<file path="config.mk">
export PLATFORM = sky130hd
export DESIGN_NAME = stuffed_frame_builder_top
export DESIGN_NICKNAME = d
export VERILOG_FILES = /design/src/hw/rtl/sfb_pkg.sv /design/src/hw/rtl/sfb_regs.sv /design/src/hw/rtl/sfb_front.sv /design/src/hw/rtl/sfb_queue.sv /design/src/hw/rtl/sfb_back.sv /design/src/hw/rtl/stuffed_frame_builder_top.sv
export VERILOG_INCLUDE_DIRS = /design/src /design/src/hw/rtl
export SDC_FILE = /design/constraint.sdc
export NUM_CORES = 1
export LEC_CHECK = 0
export BUFFER_PORTS_ARGS = -buffer_cell sky130_fd_sc_hd__buf_2
export CELL_PAD_IN_SITES_DETAIL_PLACEMENT = 0
export CELL_PAD_IN_SITES_GLOBAL_PLACEMENT = 2
export CORE_AREA = 3 3 153 155
export DETAILED_ROUTE_END_ITERATION = 12
export DIE_AREA = 0 0 156 158
export PLACE_DENSITY = 0.76
export SLEW_MARGIN = 20
export SYNTH_ARGS = -nofsm -noshare
export SYNTH_HDL_FRONTEND = slang
export SYNTH_SLANG_ARGS = --single-unit
</file>
<file path="constraint.sdc">
create_clock -name clk -period 7.32 [get_ports clk]
set_clock_uncertainty 0.05 [all_clocks]
set_input_delay 0 -clock clk [delete_from_list [all_inputs] [get_ports clk]]
set_output_delay 0 -clock clk [all_outputs]
set_load 0.02 [all_outputs]
</file>
<file path="src/hw/rtl/assert_macros.svh">
// ----------------------------------------------------------------------------
// assert_macros.svh
// Assertion helpers shared by the RTL; all check on clk with arst_n low as
// the disable condition.
// ----------------------------------------------------------------------------
`ifndef ASSERT_MACROS_SVH
`define ASSERT_MACROS_SVH

// implication checked on every rising edge of clk
`define ASSERT_IMPLY(label, cond, prop, msg) \
	label: assert property (@(posedge clk) disable iff (!arst_n) (cond) |-> (prop)) \
		else $error(msg);

// implication whose consequent is checked on the cycle after the condition
`define ASSERT_NEXT(label, cond, prop, msg) \
	label: assert property (@(posedge clk) disable iff (!arst_n) (cond) |=> (prop)) \
		else $error(msg);

`endif

</file>
<file path="src/hw/rtl/sfb_pkg.sv">
// ----------------------------------------------------------------------------
// sfb_pkg
// Types and constants of the stuffed frame builder.
// ----------------------------------------------------------------------------
package sfb_pkg;

	localparam int ADDR_W = 5;
	localparam int DATA_W = 32;

	typedef struct packed {
		logic [7:0] data_byte;
		logic       first_byte;
		logic       last_byte;
		logic       seq_bit;
	} in_item_t;

	typedef struct packed {
		logic [7:0] out_byte;
		logic       end_of_run;
	} out_item_t;

	typedef struct packed {
		logic [7:0] flag_byte;
		logic [7:0] esc_char;
		logic [7:0] escaped_flag_code;
		logic [7:0] escaped_escape_code;
		logic [7:0] address_byte;
		logic [7:0] control_seq_zero;
		logic [7:0] control_seq_one;
	} cfg_t;

	// one classified request handed from front to back
	typedef struct packed {
		logic [7:0] data_byte;
		logic       first_byte;
		logic       last_byte;
		logic       seq_bit;
		logic       data_is_flag;
		logic       data_is_esc;
		logic [7:0] bcc;
		logic       bcc_is_flag;
		logic       bcc_is_esc;
	} job_t;

	typedef struct packed {
		logic emit;
		logic mid_job;
	} bk_status_t;

	typedef enum logic [2:0] {
		REG_FLAG     = 3'd0,
		REG_ESC      = 3'd1,
		REG_ESC_FLAG = 3'd2,
		REG_ESC_ESC  = 3'd3,
		REG_ADDR     = 3'd4,
		REG_CTRL0    = 3'd5,
		REG_CTRL1    = 3'd6
	} reg_idx_t;

	typedef enum logic [3:0] {
		ST_START,
		ST_FLAG_OPEN,
		ST_ADDR,
		ST_CTRL,
		ST_HCS,
		ST_DATA,
		ST_DATA_CODE,
		ST_BCC,
		ST_BCC_CODE,
		ST_FLAG_CLOSE
	} step_t;

	localparam logic [7:0] RST_FLAG     = 8'd126;
	localparam logic [7:0] RST_ESC      = 8'd125;
	localparam logic [7:0] RST_ESC_FLAG = 8'd94;
	localparam logic [7:0] RST_ESC_ESC  = 8'd93;
	localparam logic [7:0] RST_ADDR     = 8'd3;
	localparam logic [7:0] RST_CTRL0    = 8'd0;
	localparam logic [7:0] RST_CTRL1    = 8'd64;

endpackage

</file>
<file path="src/hw/rtl/sfb_regs.sv">
// ----------------------------------------------------------------------------
// sfb_regs
// APB configuration registers: delimiters, escape codes, header bytes.
// ----------------------------------------------------------------------------
module sfb_regs (
	input  logic                       clk,
	input  logic                       arst_n,
	input  logic                       psel,
	input  logic                       penable,
	input  logic                       pwrite,
	input  logic [sfb_pkg::ADDR_W-1:0] paddr,
	input  logic [sfb_pkg::DATA_W-1:0] pwdata,
	output logic [sfb_pkg::DATA_W-1:0] prdata,
	output logic                       pready,
	output sfb_pkg::cfg_t              cfg
);
	import sfb_pkg::*;

	cfg_t       cfg_q;
	logic       wr_en;
	reg_idx_t   idx;
	logic [7:0] rd_byte;

	assign pready = 1'b1;
	assign wr_en  = psel && penable && pwrite;
	assign idx    = reg_idx_t'(paddr[4:2]);

	always_ff @(posedge clk or negedge arst_n) begin
		if (!arst_n) begin
			cfg_q.flag_byte           <= RST_FLAG;
			cfg_q.esc_char            <= RST_ESC;
			cfg_q.escaped_flag_code   <= RST_ESC_FLAG;
			cfg_q.escaped_escape_code <= RST_ESC_ESC;
			cfg_q.address_byte        <= RST_ADDR;
			cfg_q.control_seq_zero    <= RST_CTRL0;
			cfg_q.control_seq_one     <= RST_CTRL1;
		end else if (wr_en) begin
			case (idx)
				REG_FLAG:     cfg_q.flag_byte           <= pwdata[7:0];
				REG_ESC:      cfg_q.esc_char            <= pwdata[7:0];
				REG_ESC_FLAG: cfg_q.escaped_flag_code   <= pwdata[7:0];
				REG_ESC_ESC:  cfg_q.escaped_escape_code <= pwdata[7:0];
				REG_ADDR:     cfg_q.address_byte        <= pwdata[7:0];
				REG_CTRL0:    cfg_q.control_seq_zero    <= pwdata[7:0];
				REG_CTRL1:    cfg_q.control_seq_one     <= pwdata[7:0];
				default: ;
			endcase
		end
	end

	always_comb begin
		case (idx)
			REG_FLAG:     rd_byte = cfg_q.flag_byte;
			REG_ESC:      rd_byte = cfg_q.esc_char;
			REG_ESC_FLAG: rd_byte = cfg_q.escaped_flag_code;
			REG_ESC_ESC:  rd_byte = cfg_q.escaped_escape_code;
			REG_ADDR:     rd_byte = cfg_q.address_byte;
			REG_CTRL0:    rd_byte = cfg_q.control_seq_zero;
			REG_CTRL1:    rd_byte = cfg_q.control_seq_one;
			default:      rd_byte = 8'd0;
		endcase
	end

	assign prdata = {{(DATA_W-8){1'b0}}, rd_byte};
	assign cfg    = cfg_q;

endmodule

</file>
<file path="src/hw/rtl/sfb_front.sv">
// ----------------------------------------------------------------------------
// sfb_front
// Takes payload requests, keeps the running XOR check and flags bytes that
// need an escape.
// ----------------------------------------------------------------------------
module sfb_front (
	input  logic              clk,
	input  logic              arst_n,
	input  logic              accept,
	input  sfb_pkg::in_item_t in_item,
	input  sfb_pkg::cfg_t     cfg,
	output sfb_pkg::job_t     job
);
	import sfb_pkg::*;

	logic [7:0] parity_q;
	logic [7:0] parity_base;
	logic [7:0] parity_new;

	// a new frame starts its check from zero
	assign parity_base = in_item.first_byte ? 8'd0 : parity_q;
	assign parity_new  = parity_base ^ in_item.data_byte;

	always_ff @(posedge clk or negedge arst_n) begin
		if (!arst_n) begin
			parity_q <= 8'd0;
		end else if (accept) begin
			parity_q <= in_item.last_byte ? 8'd0 : parity_new;
		end
	end

	// flag wins when flag and escape values coincide
	always_comb begin
		job.data_byte    = in_item.data_byte;
		job.first_byte   = in_item.first_byte;
		job.last_byte    = in_item.last_byte;
		job.seq_bit      = in_item.seq_bit;
		job.data_is_flag = (in_item.data_byte == cfg.flag_byte);
		job.data_is_esc  = (in_item.data_byte == cfg.esc_char);
		job.bcc          = parity_new;
		job.bcc_is_flag  = (parity_new == cfg.flag_byte);
		job.bcc_is_esc   = (parity_new == cfg.esc_char);
	end

endmodule

</file>
<file path="src/hw/rtl/sfb_queue.sv">
// ----------------------------------------------------------------------------
// sfb_queue
// Small request queue between the front and the byte sequencer.
// ----------------------------------------------------------------------------
module sfb_queue #(
	parameter int DEPTH = 4
) (
	input  logic          clk,
	input  logic          arst_n,
	input  logic          push,
	input  sfb_pkg::job_t wr_job,
	output logic          full,
	input  logic          pop,
	output sfb_pkg::job_t rd_job,
	output logic          empty
);
	import sfb_pkg::*;

	localparam int IW = $clog2(DEPTH);
	localparam int CW = $clog2(DEPTH + 1);

	job_t          slots_q [DEPTH];
	logic [IW-1:0] wr_ptr_q;
	logic [IW-1:0] rd_ptr_q;
	logic [CW-1:0] count_q;

	assign full   = (count_q == CW'(DEPTH));
	assign empty  = (count_q == '0);
	assign rd_job = slots_q[rd_ptr_q];

	always_ff @(posedge clk) begin
		if (push) begin
			slots_q[wr_ptr_q] <= wr_job;
		end
	end

	always_ff @(posedge clk or negedge arst_n) begin
		if (!arst_n) begin
			wr_ptr_q <= '0;
			rd_ptr_q <= '0;
			count_q  <= '0;
		end else begin
			if (push) begin
				wr_ptr_q <= (wr_ptr_q == IW'(DEPTH - 1)) ? '0 : wr_ptr_q + IW'(1);
			end
			if (pop) begin
				rd_ptr_q <= (rd_ptr_q == IW'(DEPTH - 1)) ? '0 : rd_ptr_q + IW'(1);
			end
			if (push && !pop) begin
				count_q <= count_q + CW'(1);
			end else if (pop && !push) begin
				count_q <= count_q - CW'(1);
			end
		end
	end

endmodule

</file>
<file path="src/hw/rtl/sfb_back.sv">
// ----------------------------------------------------------------------------
// sfb_back
// Byte sequencer: walks header, stuffed payload, check and closing flag of
// the head request into the output register, one byte a cycle while it has room.
// ----------------------------------------------------------------------------
module sfb_back (
	input  logic                clk,
	input  logic                arst_n,
	input  sfb_pkg::cfg_t       cfg,
	input  sfb_pkg::job_t       job,
	input  logic                job_valid,
	output logic                job_done,
	output sfb_pkg::out_item_t  out_item,
	output logic                empty,
	input  logic                pop,
	output sfb_pkg::bk_status_t status
);
	import sfb_pkg::*;

	step_t      step_q;
	step_t      cur_step;
	step_t      next_step;
	logic       emit;
	logic       done;
	logic [7:0] byte_nxt;
	logic [7:0] ctrl;
	logic       out_valid_q;
	out_item_t  out_q;

	assign emit = job_valid && (!out_valid_q || pop);
	assign ctrl = job.seq_bit ? cfg.control_seq_one : cfg.control_seq_zero;

	always_comb begin
		if (step_q == ST_START) begin
			cur_step = job.first_byte ? ST_FLAG_OPEN : ST_DATA;
		end else begin
			cur_step = step_q;
		end
	end

	always_comb begin
		byte_nxt  = cfg.flag_byte;
		next_step = ST_START;
		done      = 1'b0;
		case (cur_step)
			ST_FLAG_OPEN: begin
				byte_nxt  = cfg.flag_byte;
				next_step = ST_ADDR;
			end
			ST_ADDR: begin
				byte_nxt  = cfg.address_byte;
				next_step = ST_CTRL;
			end
			ST_CTRL: begin
				byte_nxt  = ctrl;
				next_step = ST_HCS;
			end
			ST_HCS: begin
				byte_nxt  = cfg.address_byte ^ ctrl;
				next_step = ST_DATA;
			end
			ST_DATA: begin
				if (job.data_is_flag || job.data_is_esc) begin
					byte_nxt  = cfg.esc_char;
					next_step = ST_DATA_CODE;
				end else begin
					byte_nxt  = job.data_byte;
					next_step = job.last_byte ? ST_BCC : ST_START;
					done      = !job.last_byte;
				end
			end
			ST_DATA_CODE: begin
				byte_nxt  = job.data_is_flag ? cfg.escaped_flag_code : cfg.escaped_escape_code;
				next_step = job.last_byte ? ST_BCC : ST_START;
				done      = !job.last_byte;
			end
			ST_BCC: begin
				if (job.bcc_is_flag || job.bcc_is_esc) begin
					byte_nxt  = cfg.esc_char;
					next_step = ST_BCC_CODE;
				end else begin
					byte_nxt  = job.bcc;
					next_step = ST_FLAG_CLOSE;
				end
			end
			ST_BCC_CODE: begin
				byte_nxt  = job.bcc_is_flag ? cfg.escaped_flag_code : cfg.escaped_escape_code;
				next_step = ST_FLAG_CLOSE;
			end
			ST_FLAG_CLOSE: begin
				byte_nxt  = cfg.flag_byte;
				next_step = ST_START;
				done      = 1'b1;
			end
			default: begin
				byte_nxt  = cfg.flag_byte;
				next_step = ST_START;
				done      = 1'b0;
			end
		endcase
	end

	always_ff @(posedge clk or negedge arst_n) begin
		if (!arst_n) begin
			step_q      <= ST_START;
			out_valid_q <= 1'b0;
		end else begin
			if (emit) begin
				step_q <= next_step;
			end
			if (emit) begin
				out_valid_q <= 1'b1;
			end else if (pop) begin
				out_valid_q <= 1'b0;
			end
		end
	end

	always_ff @(posedge clk) begin
		if (emit) begin
			out_q.out_byte   <= byte_nxt;
			out_q.end_of_run <= done;
		end
	end

	assign job_done       = emit && done;
	assign out_item       = out_q;
	assign empty          = !out_valid_q;
	assign status.emit    = emit;
	assign status.mid_job = (step_q != ST_START);

endmodule

</file>
<file path="src/hw/rtl/stuffed_frame_builder_top.sv">
// ----------------------------------------------------------------------------
// stuffed_frame_builder_top
// Byte-stuffing frame builder with an XOR block check.
// ----------------------------------------------------------------------------
// Each payload request yields 1 to 9 framed bytes (header on a first byte,
// escape pairs for flag or escape values, check and closing flag on a last
// byte); a one-byte frame with both the byte and the check escaped gives
// nine. The back-end sequencer emits one result byte per cycle while its
// output register has room, and keeps an item at the queue head until all
// of its bytes are out. Input requests are taken every cycle until the
// QUEUE_DEPTH entry queue in front of the sequencer fills; the output
// register lets a new byte be produced in the same cycle the previous one
// is popped. No clearing pass follows reset.
// ----------------------------------------------------------------------------
`include "assert_macros.svh"

module stuffed_frame_builder_top #(
	parameter int QUEUE_DEPTH = 4
) (
	input  logic                       clk,
	input  logic                       arst_n,
	input  logic                       push,
	output logic                       full,
	input  sfb_pkg::in_item_t          in_item,
	output logic                       empty,
	input  logic                       pop,
	output sfb_pkg::out_item_t         out_item,
	input  logic                       psel,
	input  logic                       penable,
	input  logic                       pwrite,
	input  logic [sfb_pkg::ADDR_W-1:0] paddr,
	input  logic [sfb_pkg::DATA_W-1:0] pwdata,
	output logic [sfb_pkg::DATA_W-1:0] prdata,
	output logic                       pready
);
	import sfb_pkg::*;

	cfg_t       cfg;
	job_t       fr_job;
	job_t       q_job;
	logic       in_acc;
	logic       q_empty;
	logic       q_pop;
	bk_status_t bk_status;

	assign in_acc = push && !full;

	sfb_regs u_regs (
		.clk     (clk),
		.arst_n  (arst_n),
		.psel    (psel),
		.penable (penable),
		.pwrite  (pwrite),
		.paddr   (paddr),
		.pwdata  (pwdata),
		.prdata  (prdata),
		.pready  (pready),
		.cfg     (cfg)
	);

	sfb_front u_front (
		.clk     (clk),
		.arst_n  (arst_n),
		.accept  (in_acc),
		.in_item (in_item),
		.cfg     (cfg),
		.job     (fr_job)
	);

	sfb_queue #(
		.DEPTH (QUEUE_DEPTH)
	) u_queue (
		.clk    (clk),
		.arst_n (arst_n),
		.push   (in_acc),
		.wr_job (fr_job),
		.full   (full),
		.pop    (q_pop),
		.rd_job (q_job),
		.empty  (q_empty)
	);

	sfb_back u_back (
		.clk       (clk),
		.arst_n    (arst_n),
		.cfg       (cfg),
		.job       (q_job),
		.job_valid (!q_empty),
		.job_done  (q_pop),
		.out_item  (out_item),
		.empty     (empty),
		.pop       (pop),
		.status    (bk_status)
	);

	// a request in flight must still sit at the queue head
	`ASSERT_IMPLY(a_mid_job_has_req, bk_status.mid_job, !q_empty, "sequencer mid-request with empty queue")
	`ASSERT_IMPLY(a_emit_has_req, bk_status.emit, !q_empty, "byte emitted with no queued request")
	`ASSERT_NEXT(a_push_lands, in_acc, !q_empty, "accepted request missing from queue")

endmodule

</file>
==> impl_metrics.ini, run 1 <==
[outcome]
status = completed

[pwr]
leakagePower_nw = 3.82
ir_drop_mv = 0.189
p_total_w = 0.00388
powerDensity_nw_per_um2 = 382

[cts]
cts.path.max_buffers = 2
cts_setup_buffers = 0
cts.sinks = 177
clkLatencyLatePin_ns = 0.43
htreeDepth = 4
numCtsBuffers = 17
root_buffer = clkbuf_16
cts.clk_slew.worst_paths_ns = 0.07
cts_tree = yes

[sta]
setup-violations-final = 0
final.setup.tns_ns = 0
slew_headroom_pct = 37.2
fin_crit_sh_pct = 45.4
slew_violations = 0
fmax_mhz = 301
hold_viol = 0
tightest_slew_ns = 0.936
rsz0062_at_grt = no
period_needed_ns = 3.32

[die]
core.rowCount = 54
die_h_um = 158
die_area_um2 = 24600
core_area_um2 = 22000
start_util_pct = 40.4
die_x_um = 156
io_pins = 99

[drt]
drt-pass1-iter-count = 5
viasPerCell = 5.62
wl_per_cell_um = 21.4
totalWireLength_um = 21700
drtIter0Drc = 407
via_count = 5684
route.detailed.drc = 0
ant_nets = 0

[grt]
grt_overflow = 0
antenna_found_initial = 0
grt_pass1_wl_um = 33400
grt_pass1_vias = 5710
grt_max_degree = 77
grt_use_total_pct = 18.1

[logic_synthesis]
synthDominantCellAreaShare_pct = 34.2
synthArstFlopShare_pct = 42.9
synth_cell_types = 57
yosysSeqAreaShare_pct = 56.0
ys_warn_count = 0
syn_avg_cell_area_um2 = 13.5
synth_edf_count = 101
ys_ff_latch = 177
syn-cell-area_um2 = 8870
synth_top_area_cell = edfxtp_1
synthFlopType = edfxtp_1
syn-instance-count = 656
netlist_top_cells_area = edfxtp_1 34%, dfrtp_1 14%, mux2_2 7.9%

[finish]
layout_common_cells = 101 x edfxtp_1, 62 x mux2_2, 51 x dfrtp_1
layout_commonest_cell = edfxtp_1
fin_area_um2 = 10200
multiInputGateArea_um2 = 3600
n_fill_cell = 1995
antenna_cells = 0
regArea_um2 = 4970
fin_nets = 781
area_growth_pct = 14.4
drive_gt1_share_pct = 27.5

[placed_design]
place_area_um2 = 9290
dpl.hpwl_um = 15000
port-buffer-count = 47
gp_congestion = 0.800

[setup_path]
crit_type = reg2reg
worstPathArrival_ns = 3.59
timing.critical_path.required_ns = 7.59
critPathLaunchType = flip-flop
crit_fanout = 26
cp-end-kind = flip-flop

[min_path]
hold_path_class = in2async

[run]
drv_cap = 0
==> critical path, cell delays in order (launching register included) <==
cell and delay (ns):
dfrtp_1 0.32, buf_4 0.42, mux4_2 0.62, o32a_1 0.38
nor2b_1 0.24, o21ai_1 0.17, ha_1 0.24, inv_1 0.07
fa_1 0.41, mux2_2 0.26
==> routing by layer <==
metal  vias to the layer above  global-route usage [%]  share of wire, %
met2                       172                    30.3                50
met5                         -                       0                 0
met4                         0                    7.32               2.5
li1                       2558                       -                 -
met3                        35                    2.90               4.2
met1                      2919                    23.6                44
==> path summary, 6_finish.rpt <==
path / slack [ns] / to / startpoint / cells after the start
worst max register to register: 4.00 / u_queue.count_q[1] / u_queue.rd_ptr_q[0] / 9
min in group clk: 0.20 / u_regs.cfg[16] / penable / 4
worst max-delay path: 4.00 / u_queue.count_q[1] / u_queue.rd_ptr_q[0] / 9
worst min-delay path: 0.10 / u_front.parity_q[0] / arst_n / 2
worst min register to register: 0.42 / u_front.parity_q[7] / u_front.parity_q[7] / 2
max in group asynchronous: 6.55 / u_regs.cfg[22] / arst_n / 2
==> Yosys cell counts (all sizes together) (5+ instances only) <==
cell,count
inv,20
clkbuf,17
a22oi,6
nand2,30
xnor2,43
edfxtp,101
a211oi,7
o21ai,24
o22ai,10
nor3,7
nand4,7
a221o,10
ha,6
dfrtp,51
or4,5
dfstp,25
buf,38
mux4,24
mux2,66
nor2,30
mux2i,32
o32a,8
o31ai,9
and2,8
a21oi,15
nor2b,14
==> flip-flops by register name, indices dropped and copies added (netlist names) <==
register / count
u_back.step_q: 4
u_back.out_item: 9
u_queue.wr_ptr_q: 2
u_queue.slots_q: 92
u_queue.count_q: 3
u_queue.rd_ptr_q: 2
u_regs.cfg: 56
u_front.parity_q: 8
u_back.out_valid_q: 1
==> cell families after synthesis <==
kind of cell | Yosys count | share of synthesized area [%]
flops | 177 | 56.0
mux | 122 | 18.4
simple gates | 117 | 6.73
compound gates | 109 | 8.63
buf+inv | 75 | 4.51
xor+xnor | 47 | 4.64
fa+ha+maj | 7 | 1.07
other cells | 2 | 0.0846
==> cell type report <==
type                       count  area share, %
sequential                   177           48.9
multi-input combinational    427           35.4
timing repair buffer          76           5.04
clock buffer                  18           4.23
tap                          280           3.45
clock inverter                13           2.18
inverter                      20          0.739
==> stage by stage <==
| step | instances | hold WS, ns | utilization (%) | worst slack (ns) |
|---|---|---|---|---|
| 2_1_floorplan | 679 | -0.346 | - | 4.74 |
| 3_3_place_gp | 959 | 0.154 | 42.3 | 4.02 |
| 3_5_place_dp | 959 | 0.184 | 42.3 | 3.96 |
| 4_1_cts | 1011 | 0.198 | 46.2 | 3.96 |
| 5_1_grt | 1011 | 0.163 | 46.2 | 3.78 |
| 6_report | 1011 | 0.102 | 46.2 | 4.00 |
==> power breakdown <==
part | switching (W) | total [W] | internal, W
Clock | 0.000394 | 0.00101 | 0.000613
Combinational | 0.000758 | 0.00134 | 0.000583
Sequential | 0.000173 | 0.00153 | 0.00136
==> what timing repair did <==
item | 4_1_cts | 5_1_grt
resized for setup | 0 | 0
hold buffers | 21 | 0
hold endpoints to repair | 160 | 0
(Power assumes the default switching activity.)
==> inputs of run 2 (changes only) <==
--- a/config.mk
+++ b/config.mk
@@ -9,10 +9,10 @@
 export BUFFER_PORTS_ARGS = -buffer_cell sky130_fd_sc_hd__buf_2
 export CELL_PAD_IN_SITES_DETAIL_PLACEMENT = 0
 export CELL_PAD_IN_SITES_GLOBAL_PLACEMENT = 2
-export CORE_AREA = 3 3 153 155
+export CORE_AREA = 3 3 159 161
 export DETAILED_ROUTE_END_ITERATION = 12
-export DIE_AREA = 0 0 156 158
-export PLACE_DENSITY = 0.76
+export DIE_AREA = 0 0 162 164
+export PLACE_DENSITY = 0.74
 export SLEW_MARGIN = 20
 export SYNTH_ARGS = -nofsm -noshare
 export SYNTH_HDL_FRONTEND = slang
==> constraint.sdc (replaced) <==
create_clock -name clk -period 3 [get_ports clk]
set_clock_uncertainty 0.05 [all_clocks]
set_input_delay 0 -clock clk [delete_from_list [all_inputs] [get_ports clk]]
set_output_delay 0 -clock clk [all_outputs]
set_load 0.02 [all_outputs]
==> impl_metrics.ini, run 2 (same netlist as run 1, synthesis figures left out) <==
[outcome]
status = completed

[cts]
cts_setup_buffers = 0
root_buffer = clkbuf_16
numCtsBuffers = 17
cts.clk_slew.worst_paths_ns = 0.07
cts.path.max_buffers = 2
cts_tree = yes
htreeDepth = 4
clkLatencyLatePin_ns = 0.44
cts.sinks = 177

[finish]
layout_commonest_cell = edfxtp_1
final_util_pct = 42.8
regMostFlops = u_queue.slots_q
largest_reg_flops = 92
fin_nets = 805
drive_gt1_share_pct = 29.5
antenna_cells = 0
layout_common_cells = 101 x edfxtp_1, 62 x mux2_2, 51 x dfrtp_1
area_growth_pct = 16.2

[sta]
slew_violations = 0
rsz0062_at_grt = no
tightest_slew_ns = 0.875
fin_ws_ns = 0.208
fmax_mhz = 358
slew_headroom_pct = 41.2
fin_crit_sh_pct = 93.1
hold_viol = 0
period_needed_ns = 2.79
whs_ns = 0.0564
setup-violations-final = 0
final.setup.tns_ns = 0

[setup_path]
cp-end-kind = flip-flop
timing.critical_path.required_ns = 3.14
crit_type = reg2reg
worstPathArrival_ns = 2.93
critPathLaunchType = flip-flop
crit_fanout = 8

[drt]
totalWireLength_um = 22300
via_count = 5688
wl_per_cell_um = 20.6
route.detailed.drc = 0
drt-pass1-iter-count = 5
drtIter0Drc = 378
ant_nets = 0
viasPerCell = 5.27

[grt]
grt_pass1_vias = 5843
grt_overflow = 0
grt_max_degree = 77
grt_use_total_pct = 17.4
grt_pass1_wl_um = 34600
antenna_found_initial = 0

[die]
core_area_um2 = 24100
die_h_um = 164
die_x_um = 162
core.rowCount = 57
die_area_um2 = 26600
start_util_pct = 36.8
io_pins = 99

[placed_design]
gp_congestion = 0.847
dp_slack_ns = 0.207
port-buffer-count = 47
dpl.hpwl_um = 16000

[run]
drv_cap = 0

[min_path]
hold_path_class = in2async

[pwr]
leakagePower_nw = 3.89
ir_drop_mv = 0.435
p_total_w = 0.00928
powerDensity_nw_per_um2 = 900
## run 2: power breakdown
| group | internal (W) | switching, W | total, W |
|---|---|---|---|
| Sequential | 0.00331 | 0.000408 | 0.00372 |
| Combinational | 0.00156 | 0.00190 | 0.00346 |
| Clock | 0.00109 | 0.00101 | 0.00210 |
## run 2: worst paths after layout
kind	start	end	slack [ns]	cells past startpoint
worst max-delay path	u_queue.rd_ptr_q[0]	u_back.out_item[8]	0.21	6
worst min-delay path	arst_n	u_regs.cfg[10]	0.06	2
worst max register to register	u_queue.rd_ptr_q[0]	u_back.out_item[8]	0.21	6
worst min register to register	u_front.parity_q[2]	u_front.parity_q[2]	0.43	2
max in group asynchronous	arst_n	u_regs.cfg[54]	2.17	3
min in group clk	penable	u_regs.cfg[36]	0.16	4
## run 2: cell type report
class / instances / area (um2)
Clock buffer: 19 / 433
Clock inverter: 13 / 119
Fill cell: 2272 / 13800
Inverter: 20 / 75.1
Multi-Input combinational cell: 427 / 3590
Sequential cell: 177 / 4970
Tap cell: 324 / 405
Timing Repair Buffer: 100 / 716
## run 2: metrics by stage
stage	cells	area, um2
2_1_floorplan	679	8960
3_3_place_gp	1025	9520
3_5_place_dp	1025	9520
4_1_cts	1079	10300
5_1_grt	1080	10300
6_report	1080	10300
## run 2: routing by layer
layer  vias up  wire length, um  global-route usage (%)  share of wire (%)
met5         -                0                       0                  0
met4         0              419                    5.85                1.9
met3        29              785                    3.13                3.5
met2       141            11000                    28.8                 50
met1      2906            10000                    23.2                 45
li1       2612                -                       -                  -
## run 2: repair_timing
action | CTS | global route
endpoints found under the setup margin | 0 | 0
hold buffers | 22 | 0
hold endpoints to repair | 161 | 0
resized for setup | 0 | 0
## run 2: worst max-delay path, stage by stage (launching register included)
cell,delay (ns)
dfrtp_1,0.50
buf_4,0.19
mux4_2,0.69
mux2i_1,0.34
a211oi_1,0.12
a221o_1,0.28
o32a_1,0.35
